`src/rtl/rbs_pkg.sv`:
```
// rbs_pkg: shared types and constants of the red-black sor heat solver
// grid geometry, codes, controller states and the controller/datapath bundles
// no dependencies
package rbs_pkg;

	localparam int MaxRows = 64;
	localparam int MaxCols = 64;
	localparam int RowW    = 6;
	localparam int ColW    = 6;
	localparam int AddrW   = RowW + ColW;
	localparam int Cells   = MaxRows * MaxCols;
	localparam int DimW    = 7;
	localparam int DivSteps = 66;
	localparam int OmegaFrac = 14;

	// item actions
	typedef enum logic [1:0] {
		ACT_LOAD  = 2'd0,
		ACT_SOLVE = 2'd1,
		ACT_READ  = 2'd2,
		ACT_NONE  = 2'd3
	} act_t;

	// configuration register indexes
	localparam logic [2:0] CFG_ROWS  = 3'd0;
	localparam logic [2:0] CFG_COLS  = 3'd1;
	localparam logic [2:0] CFG_ITER  = 3'd2;
	localparam logic [2:0] CFG_OMEGA = 3'd3;
	localparam logic [2:0] CFG_TOL   = 3'd4;

	typedef enum logic [3:0] {
		ST_IDLE,
		ST_RD_ADDR,
		ST_RD_OUT,
		ST_SWEEP,
		ST_ROW,
		ST_CELL,
		ST_DIV,
		ST_DIFF,
		ST_STEP,
		ST_NEW,
		ST_EDGE_RD,
		ST_EDGE_WR,
		ST_CHECK,
		ST_DONE
	} state_t;

	typedef enum logic [1:0] {
		EDGE_L,
		EDGE_R,
		EDGE_B,
		EDGE_T
	} edge_t;

	// controller to datapath commands
	typedef struct packed {
		logic [AddrW-1:0] t_addr;
		logic [AddrW-1:0] c_addr;
		logic [AddrW-1:0] w_addr;
		logic             sel_down;
		logic             ld_we;
		logic             old_ld;
		logic             acc_clr;
		logic             mac;
		logic             div_start;
		logic             diff_ld;
		logic             step_mul;
		logic             new_wr;
		logic             edge_wr;
		logic             maxc_clr;
		logic             out_rd;
		logic             out_solve;
	} cmd_t;

	// datapath to controller status
	typedef struct packed {
		logic flag_rd;
		logic div_done;
		logic below_tol;
		logic out_free;
	} sts_t;

endpackage

```
`src/rtl/rbs_ctrl.sv`:
```
// rbs_ctrl: sequencer of the solver, walks items, sweeps, cells and edges
// drives rbs_datapath through the command bundle
// depends on rbs_pkg
module rbs_ctrl (
	input  logic            clk,
	input  logic            arst_n,
	input  logic            in_valid,
	output logic            in_ready,
	input  logic [1:0]      action,
	input  logic [5:0]      cell_row,
	input  logic [5:0]      cell_col,
	input  logic [6:0]      grid_rows,
	input  logic [6:0]      grid_cols,
	input  logic [15:0]     max_iterations,
	input  rbs_pkg::sts_t   sts,
	output rbs_pkg::cmd_t   cmd
);

	rbs_pkg::state_t state_q, state_d;
	rbs_pkg::edge_t  phase_q, phase_d;
	logic [15:0] it_q, it_d;
	logic        color_q, color_d;
	logic [6:0]  r_q, r_d, c_q, c_d, k_q, k_d;
	logic [2:0]  step_q, step_d;
	logic [rbs_pkg::AddrW-1:0] rd_addr_q, rd_addr_d;

	// clamped grid size
	logic [6:0] rows, cols;

	always_comb begin
		if (grid_rows < 7'd3) begin
			rows = 7'd3;
		end else if (grid_rows > 7'(rbs_pkg::MaxRows)) begin
			rows = 7'(rbs_pkg::MaxRows);
		end else begin
			rows = grid_rows;
		end
		if (grid_cols < 7'd3) begin
			cols = 7'd3;
		end else if (grid_cols > 7'(rbs_pkg::MaxCols)) begin
			cols = 7'(rbs_pkg::MaxCols);
		end else begin
			cols = grid_cols;
		end
	end

	// cell and neighbor addresses
	logic [6:0] rm1, rp1, cm1, cp1, cp2, c0, lim;
	logic [rbs_pkg::AddrW-1:0] idx, e_idx, e_from;
	logic [6:0] rows_m1, rows_m2, cols_m1, cols_m2;

	assign rm1 = r_q - 7'd1;
	assign rp1 = r_q + 7'd1;
	assign cm1 = c_q - 7'd1;
	assign cp1 = c_q + 7'd1;
	assign cp2 = c_q + 7'd2;
	assign c0  = ((~r_q[0]) == color_q) ? 7'd1 : 7'd2;
	assign idx = {r_q[5:0], c_q[5:0]};
	assign rows_m1 = rows - 7'd1;
	assign rows_m2 = rows - 7'd2;
	assign cols_m1 = cols - 7'd1;
	assign cols_m2 = cols - 7'd2;

	// edge cell and its inner neighbor
	always_comb begin
		unique case (phase_q)
			rbs_pkg::EDGE_L: begin
				e_idx  = {k_q[5:0], 6'd0};
				e_from = {k_q[5:0], 6'd1};
			end
			rbs_pkg::EDGE_R: begin
				e_idx  = {k_q[5:0], cols_m1[5:0]};
				e_from = {k_q[5:0], cols_m2[5:0]};
			end
			rbs_pkg::EDGE_B: begin
				e_idx  = {6'd0, k_q[5:0]};
				e_from = {6'd1, k_q[5:0]};
			end
			default: begin
				e_idx  = {rows_m1[5:0], k_q[5:0]};
				e_from = {rows_m2[5:0], k_q[5:0]};
			end
		endcase
		lim = (phase_q == rbs_pkg::EDGE_L || phase_q == rbs_pkg::EDGE_R) ? rows : cols;
	end

	always_ff @(posedge clk or negedge arst_n) begin
		if (!arst_n) begin
			state_q   <= rbs_pkg::ST_IDLE;
			phase_q   <= rbs_pkg::EDGE_L;
			it_q      <= '0;
			color_q   <= 1'b0;
			r_q       <= '0;
			c_q       <= '0;
			k_q       <= '0;
			step_q    <= '0;
			rd_addr_q <= '0;
		end else begin
			state_q   <= state_d;
			phase_q   <= phase_d;
			it_q      <= it_d;
			color_q   <= color_d;
			r_q       <= r_d;
			c_q       <= c_d;
			k_q       <= k_d;
			step_q    <= step_d;
			rd_addr_q <= rd_addr_d;
		end
	end

	// next state and commands
	always_comb begin
		state_d   = state_q;
		phase_d   = phase_q;
		it_d      = it_q;
		color_d   = color_q;
		r_d       = r_q;
		c_d       = c_q;
		k_d       = k_q;
		step_d    = step_q;
		rd_addr_d = rd_addr_q;
		in_ready  = 1'b0;
		cmd       = '0;
		cmd.t_addr = idx;
		cmd.c_addr = idx;
		cmd.w_addr = idx;

		unique case (state_q)
			rbs_pkg::ST_IDLE: begin
				in_ready = 1'b1;
				if (in_valid) begin
					case (action)
						rbs_pkg::ACT_LOAD: begin
							cmd.ld_we = 1'b1;
						end
						rbs_pkg::ACT_SOLVE: begin
							cmd.maxc_clr = 1'b1;
							it_d = '0;
							state_d = (max_iterations == '0) ? rbs_pkg::ST_DONE
								: rbs_pkg::ST_SWEEP;
						end
						rbs_pkg::ACT_READ: begin
							rd_addr_d = {cell_row, cell_col};
							state_d   = rbs_pkg::ST_RD_ADDR;
						end
						default: ;
					endcase
				end
			end
			rbs_pkg::ST_RD_ADDR: begin
				cmd.t_addr = rd_addr_q;
				state_d = rbs_pkg::ST_RD_OUT;
			end
			rbs_pkg::ST_RD_OUT: begin
				cmd.t_addr = rd_addr_q;
				if (sts.out_free) begin
					cmd.out_rd = 1'b1;
					state_d = rbs_pkg::ST_IDLE;
				end
			end
			rbs_pkg::ST_SWEEP: begin
				cmd.maxc_clr = 1'b1;
				color_d = 1'b0;
				r_d     = 7'd1;
				state_d = rbs_pkg::ST_ROW;
			end
			rbs_pkg::ST_ROW: begin
				if (rp1 < rows) begin
					c_d = c0;
					if (c0 + 7'd1 < cols) begin
						step_d  = '0;
						state_d = rbs_pkg::ST_CELL;
					end else begin
						r_d = rp1;
					end
				end else if (!color_q) begin
					color_d = 1'b1;
					r_d     = 7'd1;
				end else begin
					phase_d = rbs_pkg::EDGE_L;
					k_d     = '0;
					state_d = rbs_pkg::ST_EDGE_RD;
				end
			end
			rbs_pkg::ST_CELL: begin
				step_d = step_q + 3'd1;
				case (step_q)
					3'd0: ;
					3'd1: begin
						cmd.old_ld  = 1'b1;
						cmd.acc_clr = 1'b1;
						cmd.t_addr  = {rm1[5:0], c_q[5:0]};
						cmd.c_addr  = {rm1[5:0], c_q[5:0]};
						// fixed inner cells are left alone
						if (sts.flag_rd) begin
							if (cp2 + 7'd1 < cols) begin
								c_d    = cp2;
								step_d = '0;
							end else begin
								r_d     = rp1;
								state_d = rbs_pkg::ST_ROW;
							end
						end
					end
					3'd2: begin
						cmd.mac      = 1'b1;
						cmd.sel_down = 1'b1;
						cmd.t_addr   = {rp1[5:0], c_q[5:0]};
					end
					3'd3: begin
						cmd.mac      = 1'b1;
						cmd.sel_down = 1'b1;
						cmd.t_addr   = {r_q[5:0], cm1[5:0]};
						cmd.c_addr   = {r_q[5:0], cm1[5:0]};
					end
					3'd4: begin
						cmd.mac    = 1'b1;
						cmd.t_addr = {r_q[5:0], cp1[5:0]};
					end
					3'd5: begin
						cmd.mac = 1'b1;
					end
					3'd6: ;
					default: begin
						cmd.div_start = 1'b1;
						state_d = rbs_pkg::ST_DIV;
					end
				endcase
			end
			rbs_pkg::ST_DIV: begin
				if (sts.div_done) begin
					state_d = rbs_pkg::ST_DIFF;
				end
			end
			rbs_pkg::ST_DIFF: begin
				cmd.diff_ld = 1'b1;
				state_d = rbs_pkg::ST_STEP;
			end
			rbs_pkg::ST_STEP: begin
				cmd.step_mul = 1'b1;
				state_d = rbs_pkg::ST_NEW;
			end
			rbs_pkg::ST_NEW: begin
				cmd.new_wr = 1'b1;
				if (cp2 + 7'd1 < cols) begin
					c_d     = cp2;
					step_d  = '0;
					state_d = rbs_pkg::ST_CELL;
				end else begin
					r_d     = rp1;
					state_d = rbs_pkg::ST_ROW;
				end
			end
			rbs_pkg::ST_EDGE_RD: begin
				cmd.t_addr = e_from;
				cmd.c_addr = e_idx;
				state_d = rbs_pkg::ST_EDGE_WR;
			end
			rbs_pkg::ST_EDGE_WR: begin
				cmd.t_addr  = e_from;
				cmd.c_addr  = e_idx;
				cmd.w_addr  = e_idx;
				cmd.edge_wr = 1'b1;
				state_d = rbs_pkg::ST_EDGE_RD;
				if (k_q + 7'd1 < lim) begin
					k_d = k_q + 7'd1;
				end else begin
					k_d = '0;
					unique case (phase_q)
						rbs_pkg::EDGE_L: phase_d = rbs_pkg::EDGE_R;
						rbs_pkg::EDGE_R: phase_d = rbs_pkg::EDGE_B;
						rbs_pkg::EDGE_B: phase_d = rbs_pkg::EDGE_T;
						default: state_d = rbs_pkg::ST_CHECK;
					endcase
				end
			end
			rbs_pkg::ST_CHECK: begin
				if (sts.below_tol || it_q == max_iterations - 16'd1) begin
					state_d = rbs_pkg::ST_DONE;
				end else begin
					it_d    = it_q + 16'd1;
					state_d = rbs_pkg::ST_SWEEP;
				end
			end
			rbs_pkg::ST_DONE: begin
				if (sts.out_free) begin
					cmd.out_solve = 1'b1;
					state_d = rbs_pkg::ST_IDLE;
				end
			end
			default: state_d = rbs_pkg::ST_IDLE;
		endcase
	end

	// checks
	a_cell_inner: assert property (@(posedge clk) disable iff (!arst_n)
		(state_q == rbs_pkg::ST_CELL) |-> (r_q >= 7'd1 && rp1 < rows && c_q >= 7'd1 && cp1 < cols))
		else $error("relaxing a cell off the inner grid");
	a_div_wait: assert property (@(posedge clk) disable iff (!arst_n)
		cmd.div_start |=> (state_q == rbs_pkg::ST_DIV && !sts.div_done))
		else $error("divider did not start");
	a_edge_k: assert property (@(posedge clk) disable iff (!arst_n)
		(state_q == rbs_pkg::ST_EDGE_WR) |-> (k_q < lim))
		else $error("edge index past the grid");

endmodule

```
`config.mk`:
```
export PLATFORM = sky130hd
export DESIGN_NAME = rbs_ctrl
export DESIGN_NICKNAME = d
export VERILOG_FILES = /design/src/rtl/rbs_pkg.sv /design/src/rtl/rbs_ctrl.sv
export SDC_FILE = /design/constraint.sdc
export NUM_CORES = 1
export LEC_CHECK = 0
export ABC_CLOCK_PERIOD_IN_PS = 5400
export BUFFER_PORTS_ARGS = -buffer_cell sky130_fd_sc_hd__buf_2
export CORE_MARGIN = 1.5
export CORE_UTILIZATION = 58
export DETAILED_ROUTE_END_ITERATION = 16
export PLACE_DENSITY = 0.81
export SKIP_CTS_REPAIR_TIMING = 1
export SLEW_MARGIN = 20
export SYNTH_ARGS = -nofsm -noshare
export SYNTH_HDL_FRONTEND = slang
export SYNTH_SLANG_ARGS = --single-unit
```
`constraint.sdc`:
```
create_clock -name clk -period 5.4 [get_ports clk]
set_input_delay 0.27 -clock clk [delete_from_list [all_inputs] [get_ports clk]]
set_output_delay 0.27 -clock clk [all_outputs]
set_load 0.02 [all_outputs]
```
**Word level (Yosys, flattened, before mapping)**

Cells that the tools add are included.

- Add/sub/neg operators: 15
- Magnitude comparators: 8
- Equality and inequality tests: 47
- Muxes and demuxes: 83
- Bitwise logic cells: 1
- Reductions and logical operators: 29

Operator list:

| cell | count |
|---|---|
| $mux 7 | 18 |
| $pmux 12 s3 | 3 |
| $pmux 4 s13 | 1 |
| $mux 16 | 3 |
| $pmux 12 s2 | 2 |
| $pmux 12 s4 | 1 |
| $mux 4 | 11 |
| $pmux 16 s2 | 1 |
| $pmux 7 s4 | 1 |
| $eq 4x4->1 const B | 6 |
| $mux 3 | 8 |
| $sub 6x1->6 const B | 4 |
| $ne 2x2->1 const B | 11 |
| $add 7x1->7 const B | 3 |
| $lt 7x7->1 | 3 |
| $pmux 7 s3 | 1 |
| $mux 1 | 19 |
| $ne 3x3->1 const B | 6 |
| $add 16x1->16 const B | 1 |
| $eq 16x16->1 | 1 |
| $eq 4x3->1 const B | 4 |
| $logic_not 16->1 | 1 |
| $pmux 4 s2 | 2 |
| $sub 16x1->16 const B | 1 |
| other kinds (44) | 71 |

- Flip-flop bits (word level): 59
- Input bits: 51
- Output and inout bits: 50
- Logic and storage cells: 192

**Longest topological paths before layout**

Gate-level depths: netlist of the first run.

- Word-level depth: 8
- Depth in mapped cells: 16
- Gate-level depth less buffers: 15

**Least setup slack after synthesis of the first run**

No wires, ideal clock.

- Kind: flip-flop to flip-flop
- From: register c_q[2]
- To: register r_q[2]
- Setup time: 0.121 ns
- Data arrival time: 3.705 ns
- Required time: 5.279 ns
- Setup slack: 1.574 ns
- Cell stages (with the launch flop): 17
- Path buffers: 1
- Clock period less this slack: 3.826 ns
- Path through: dfrtp_1 clkbuf_1 inv_1 ha_1 and3_1 maj3_1 nand2_1 xnor2_1 ha_1 and2_0 o2111ai_1 o21a_1 o41ai_1 nor2_1 a21oi_1 o21ai_0 a22o_1

- Longest elaborated chain between the ends: 7

Ends and longest elaborated chain:

| what | RTL line | source |
|---|---|---|
| start, declared | rbs_ctrl.sv:23 | `logic [6:0] r_q, r_d, c_q, c_d, k_q, k_d;` |
| start signal, assigned | rbs_ctrl.sv:94 | `c_q <= '0;` |
| start signal, assigned | rbs_ctrl.sv:104 | `c_q <= c_d;` |
| $add 7x2->7 * | rbs_ctrl.sv:56 | `assign cp2 = c_q + 7'd2;` |
| $add 7x1->7 * | rbs_ctrl.sv:196, rbs_ctrl.sv:245 |  |
| $lt 7x7->1 * | rbs_ctrl.sv:196, rbs_ctrl.sv:245 |  |
| $mux 7 * | -- |  |
| $mux 7 (2 in series) | -- |  |
| $pmux 7 s4 * | -- |  |
| end signal, assigned | rbs_ctrl.sv:103 | `r_q <= r_d;` |
| end, declared | rbs_ctrl.sv:23 |  |

Every way passes the cells marked *; elsewhere a longest branch is shown, timed or not. The select of a mux whose other input is x is not followed.
A chain may end at the register's enable or synchronous reset.

**Final worst setup path of the first run**

Same ends and word-level chain as after synthesis.

==> impl_metrics.ini, run 1 <==
[outcome]
status = finished clean

[global_route]
globalRouteOverflowTotal = 0
grt_usage_pct = 33.88
grt_first_pass_wirelength_um = 31430
grt_start_max_net_pins = 60
grt_pass1_vias = 6270
antenna_found_initial = 0

[placed_design]
place_congestion = 0.9803
port_buffers = 100
dp_hpwl_um = 14840

[clock_network]
root_buffer = clkbuf_16
insertion_delay_ps = 330
cts.clk_slew.worst_paths_ps = 50
cts_buffers = 9
clockBufferDepth = 2
cts.sinks = 59
cts_tree = yes
cts.htree.levels = 3

[critical_path]
start_kind = register
critPathCaptureType = register
max_stage_delay_ps = 710
path_class = register to register
cp_top_family = compound AO/OA/AOI/OAI gates
crit_required_ps = 5620
crit_buf_inv = 0
slowest_stage = a21oi_1
crit_top_cell = ha_1
regToRegStartpoint = c_q[2]$_DFFE_PN0P_
cp_cell_sequence = ha_1 -> xor2_1 -> and3_1 -> maj3_1 -> nand2_1 -> xnor2_1 -> ha_1 -> and2_0 -> o2111ai_1 -> o21a_1 -> o41ai_1 -> nor2_1 -> a21oi_1 -> o21ai_0 -> a22o_1
cp_data_arrival_time_ps = 4680
critPathLaunch = c_q[2]$_DFFE_PN0P_
cp_max_fo = 13

[routing]
routedWlPerCell_um = 18.65
drcViolationCount = 0
drtIter0Drc = 736
drt-pass1-iter-count = 8
drtAntennaViolNets = 0
totalWireLength_um = 19860
routed_via_density = 6.499
vias = 6921

[power]
seqPwrFrac_pct = 26.4
internal_power_mw = 1.711
finalPower_mw = 3.441
p_sw_share_pct = 50.27
power.switching_mw = 1.730
ir_worst_vdd_uv = 251.5
p_leak_nw = 3.360
combPwrFrac_pct = 56.8
p_per_area_nw_per_um2 = 465.6
power_frac_clock_pct = 16.8

[die]
fp.dieH_um = 109.8
pin_count = 101
start_util_pct = 60.26
die_w_um = 109.8
rows = 38
dieArea_um2 = 12060
core_area_um2 = 10980

[timing]
max-slew-margin-rel_pct = 35.38
setup-tns-final_ps = 0
min_period_ps = 4458
fin_skew_ps = 8.054
max_freq_ghz = 0.2243
finalCritPeriodShare_pct = 82.56
setup_violations = 0
hold_viol = 0
rsz0062_at_grt = no
slew_viol_final = 0
worstMarginPinSlew_ps = 961.3

[synthesis]
ys_types = 85
yosys_warnings = 0
syn_avg_cell_area_um2 = 7.769
synthCells = 852
ys_ff_latch = 59
synth.net_count = 953
ys_async_sr_fraction_pct = 100.0
synth-edff-count = 0
ys.flop_type = dfrtp_1
ys_seq_area_share_pct = 22.31
syn_area_um2 = 6619

[cells_and_area]
area_growth_pct = 11.66
mostFrequentLayoutCells = buf_2, nand2_1, nor2_1
nNetsFinal = 1022
num_antenna_cells = 0
drive_gt1_share_pct = 16.65
fin_util_pct = 67.29
final_common_cell = buf_2

[job]
maxCapViolCount = 0

[min_path]
hold_path_class = input port to asynchronous set/reset pin
## synth_stat cells (all sizes together) (14+ instances only)
cell type | count | area [um^2]
nor3 | 22 | 110.1
a21oi | 45 | 229.0
nor2b | 15 | 93.84
mux2 | 18 | 202.7
clkbuf | 33 | 123.9
o21ai | 69 | 345.3
inv | 43 | 161.4
nand3 | 34 | 170.2
xnor2 | 37 | 324.1
xor2 | 28 | 245.2
ha | 50 | 625.6
dfrtp | 59 | 1476
nor2 | 80 | 300.3
a22oi | 14 | 105.1
nand2 | 88 | 330.3
## final cells by class
| class | instances | area (um^2) |
|---|---|---|
| timing repair buffer | 103 | 523.0 |
| clock inverter | 2 | 35.03 |
| fill | 965 | 3592 |
| sequential | 59 | 1476 |
| clock buffer | 13 | 260.3 |
| multi-input combinational | 702 | 4748 |
| tap | 140 | 175.2 |
| inverter | 46 | 172.7 |
## registers in the layout, indices dropped and copies added, names as in the netlist
register / flops
c_q: 7
state_q: 4
r_q: 7
phase_q: 2
color_q: 1
k_q: 7
rd_addr_q: 12
it_q: 16
step_q: 3
## worst reg2reg max path: cells and delay by family, from the launching register on
kind | cells | cell delay [ps]
simple gates | 4 | 540
flops | 1 | 580
xor+xnor | 2 | 410
compound gates | 6 | 2020
fa+ha+maj | 3 | 790
## per-layer routing
layer,global-route usage (%),wire [um],up-vias
met4,17.72,891,0
met2,51.69,8830,410
met3,6.106,1834,72
met1,45.66,8307,3195
met5,0,0,-
li1,-,-,3244
## stage by stage
step | instance area, um^2 | cells | hold slack, ps | setup slack (ps)
floorplan | 6619 | 852 | -25.59 | 1574
global placement | 7096 | 1050 | 472.7 | 1263
detailed placement | 7096 | 1050 | 482.4 | 1038
CTS | 7391 | 1065 | 130.6 | 1015
global route | 7391 | 1065 | 165.7 | 630.7
finish | 7391 | 1065 | 96.44 | 941.7
## cell families (layout without fill, tap and decap cells)
kind of cell,count (synthesis),in the layout,share of synthesized area (%)
compound gates,250,250,25.61
xor+xnor,66,66,8.941
fa+ha+maj,51,51,9.603
buf+inv,91,164,5.955
flops,59,59,22.31
mux,23,23,3.818
simple gates,312,312,23.76
## worst paths after layout
check | cells past startpoint | end | slack (ps)
min in group clk | 2 | rd_addr_q[7]$_DFFE_PN0P_ | 170
min reg2reg | 1 | rd_addr_q[6]$_DFFE_PN0P_ | 510
min | 2 | k_q[6]$_DFFE_PN0P_ | 100
max in group asynchronous | 2 | step_q[2]$_DFFE_PN0P_ | 4780
max | 15 | r_q[2]$_DFFE_PN0P_ | 940
max reg2reg | 15 | r_q[2]$_DFFE_PN0P_ | 940
## power groups by stage
stage          clock network, mW  registers [mW]  logic [mW]
2_1_floorplan                  0           0.703        1.54
3_3_place_gp                   0           0.897        1.86
3_5_place_dp                   0           0.901        1.89
4_1_cts                    0.579           0.894        1.91
5_1_grt                    0.601           0.939        2.13
6_report                   0.578           0.910        1.95
Note: power is estimated with default switching activity, not from simulation.
==> run 2: changes to the inputs <==
--- a/config.mk
+++ b/config.mk
@@ -5,7 +5,7 @@
 export SDC_FILE = /design/constraint.sdc
 export NUM_CORES = 1
 export LEC_CHECK = 0
-export ABC_CLOCK_PERIOD_IN_PS = 5400
+export ABC_CLOCK_PERIOD_IN_PS = 4500
 export BUFFER_PORTS_ARGS = -buffer_cell sky130_fd_sc_hd__buf_2
 export CORE_MARGIN = 1.5
 export CORE_UTILIZATION = 58
==> constraint.sdc (replaced) <==
create_clock -name clk -period 4.5 [get_ports clk]
set_input_delay 0.225 -clock clk [delete_from_list [all_inputs] [get_ports clk]]
set_output_delay 0.225 -clock clk [all_outputs]
set_load 0.02 [all_outputs]
==> run 2 against run 1 <==
Net effect: design area up 0.64%; non-clock buffer count up 6; critical endpoint is now state_q[2]$_DFFE_PN0P_; final cell count up 0.56%; total power up 20%; sequential power up 21%; global-route usage down 0.87 points; highest routed layer unchanged; clock power up 19%; largest power group unchanged; fmax up 7.8%; sequential share of layout area down 0.13 points.
==> impl_metrics.ini, run 2 (same netlist as run 1, synthesis figures left out) <==
[routing]
drcViolationCount = 0
vias = 6909
drt-pass1-iter-count = 7
totalWireLength_um = 19800
drtAntennaViolNets = 0
routedWlPerCell_um = 18.48
routed_via_density = 6.451
drtIter0Drc = 734

[power]
p_per_area_nw_per_um2 = 554.5
ir_worst_vdd_uv = 406.6
p_leak_nw = 3.389

[critical_path]
start_kind = register
crit_buf_inv = 0
crit_required_ps = 4690
path_class = register to register
cp_data_arrival_time_ps = 4320
slowest_stage = dfrtp_1
max_stage_delay_ps = 600
cp_max_fo = 13
critPathCaptureType = register
cp_cell_sequence = ha_1 -> xor2_1 -> and3_1 -> maj3_1 -> nand2_1 -> xnor2_1 -> ha_1 -> and2_0 -> o2111ai_1 -> o21ai_0 -> a21oi_1 -> nor2_1 -> o21ai_0 -> a211oi_1 -> a222oi_1
cp_top_family = compound AO/OA/AOI/OAI gates

[die]
die_w_um = 109.8
rows = 38
start_util_pct = 60.26
pin_count = 101
core_area_um2 = 10980
dieArea_um2 = 12060
fp.dieH_um = 109.8

[cells_and_area]
regArea_um2 = 1476
num_antenna_cells = 0
area_growth_pct = 12.38
fillerInstances = 952
final_common_cell = buf_2
mostFrequentLayoutCells = buf_2, nand2_1, nor2_1
reg_top3 = it_q: 16 flops, rd_addr_q: 12 flops
top_register = it_q
drive_gt1_share_pct = 17.08
largest_reg_flops = 16
fin_cells = 1071
nNetsFinal = 1028
multi_input_area_um2 = 4748

[clock_network]
cts.htree.levels = 3
cts_tree = yes
insertion_delay_ps = 330
cts.clk_slew.worst_paths_ps = 50
root_buffer = clkbuf_16
cts.sinks = 59
clockBufferDepth = 2
cts_buffers = 9

[timing]
max_freq_ghz = 0.2418
slew_viol_final = 0
whs_ps = 121.8
fin_skew_ps = 9.768
hold_viol = 0
max-slew-margin-rel_pct = 34.92
setup-tns-final_ps = 0
setup_slack_ps = 363.6
min_period_ps = 4136
finalCritPeriodShare_pct = 91.92
rsz0062_at_grt = no
setup_violations = 0
worstMarginPinSlew_ps = 972.6

[global_route]
use_met1_pct = 44.56
grt_start_max_net_pins = 53
grt_usage_pct = 33.01
top_usage_layer = met2
globalRouteOverflowTotal = 0
grtUsageMet2_pct = 51.42
grt_first_pass_wirelength_um = 30620
use_met3_pct = 5.335
grt_pass1_vias = 6166
antenna_found_initial = 0

[outcome]
status = finished clean

[job]
maxCapViolCount = 0

[min_path]
hold_path_class = input port to register

[placed_design]
place_congestion = 0.9864
port_buffers = 100
pre_cts_ws_ps = 494.1
dp.cells = 1055
dp_hpwl_um = 14970
-- run 2: changes by cell type in the layout (fill, tap and decap cells not counted), sizes merged --
cell,delta
dlygate4sd3,+1
buf,+5
-- run 2: per-stage QoR --
step | instance area (um^2) | utilization, % | total power [mW]
5_1_grt | 7438 | 67.73 | 4.389
3_3_place_gp | 7133 | 64.95 | 3.311
3_5_place_dp | 7133 | 64.95 | 3.354
4_1_cts | 7428 | 67.64 | 4.067
2_1_floorplan | 6619 | - | 2.696
6_report | 7438 | 67.73 | 4.124
-- run 2: worst reg2reg max path, delay by kind of cell (launching register included) --
family	cells	cell delay [ps]
AOI/OAI and AO/OA	6	1540
xor gates and xnor gates	2	420
adders and majority gates	3	810
DFF	1	600
and+or+nand+nor	4	630
-- run 2: final timing paths --
check | start | to | slack, ps | depth (start not counted)
setup / recovery | c_q[2]$_DFFE_PN0P_ | state_q[2]$_DFFE_PN0P_ | 360 | 15
hold / removal | cell_row[4] | rd_addr_q[10]$_DFFE_PN0P_ | 120 | 2
setup reg to reg | c_q[2]$_DFFE_PN0P_ | state_q[2]$_DFFE_PN0P_ | 360 | 15
hold reg to reg | rd_addr_q[3]$_DFFE_PN0P_ | rd_addr_q[3]$_DFFE_PN0P_ | 510 | 1
max in group asynchronous | arst_n | step_q[2]$_DFFE_PN0P_ | 3310 | 3
min in group asynchronous | arst_n | k_q[6]$_DFFE_PN0P_ | 250 | 2
-- run 2: area by class of cell --
| cell class | count | share of cell area [%] |
|---|---|---|
| flip-flops and latches | 59 | 19.85 |
| repair buffers | 109 | 7.670 |
| multi-input cells | 702 | 63.84 |
| inverters | 46 | 2.321 |
| clock buffers | 13 | 3.499 |
| well taps | 140 | 2.355 |
| clock inverters | 2 | 0.4710 |
-- run 2: layer usage --
metal,wire [um],vias to the layer above
li1,-,3269
met2,9005,375
met1,8292,3193
met3,1807,72
met5,0,-
met4,692,0
-- run 2: report_power, final --
| group | internal [mW] | switching [mW] | leakage (nW) |
|---|---|---|---|
| combinational | 0.903 | 1.43 | 2.47 |
| sequential | 0.706 | 0.392 | 0.770 |
| clock | 0.454 | 0.234 | 0.146 |
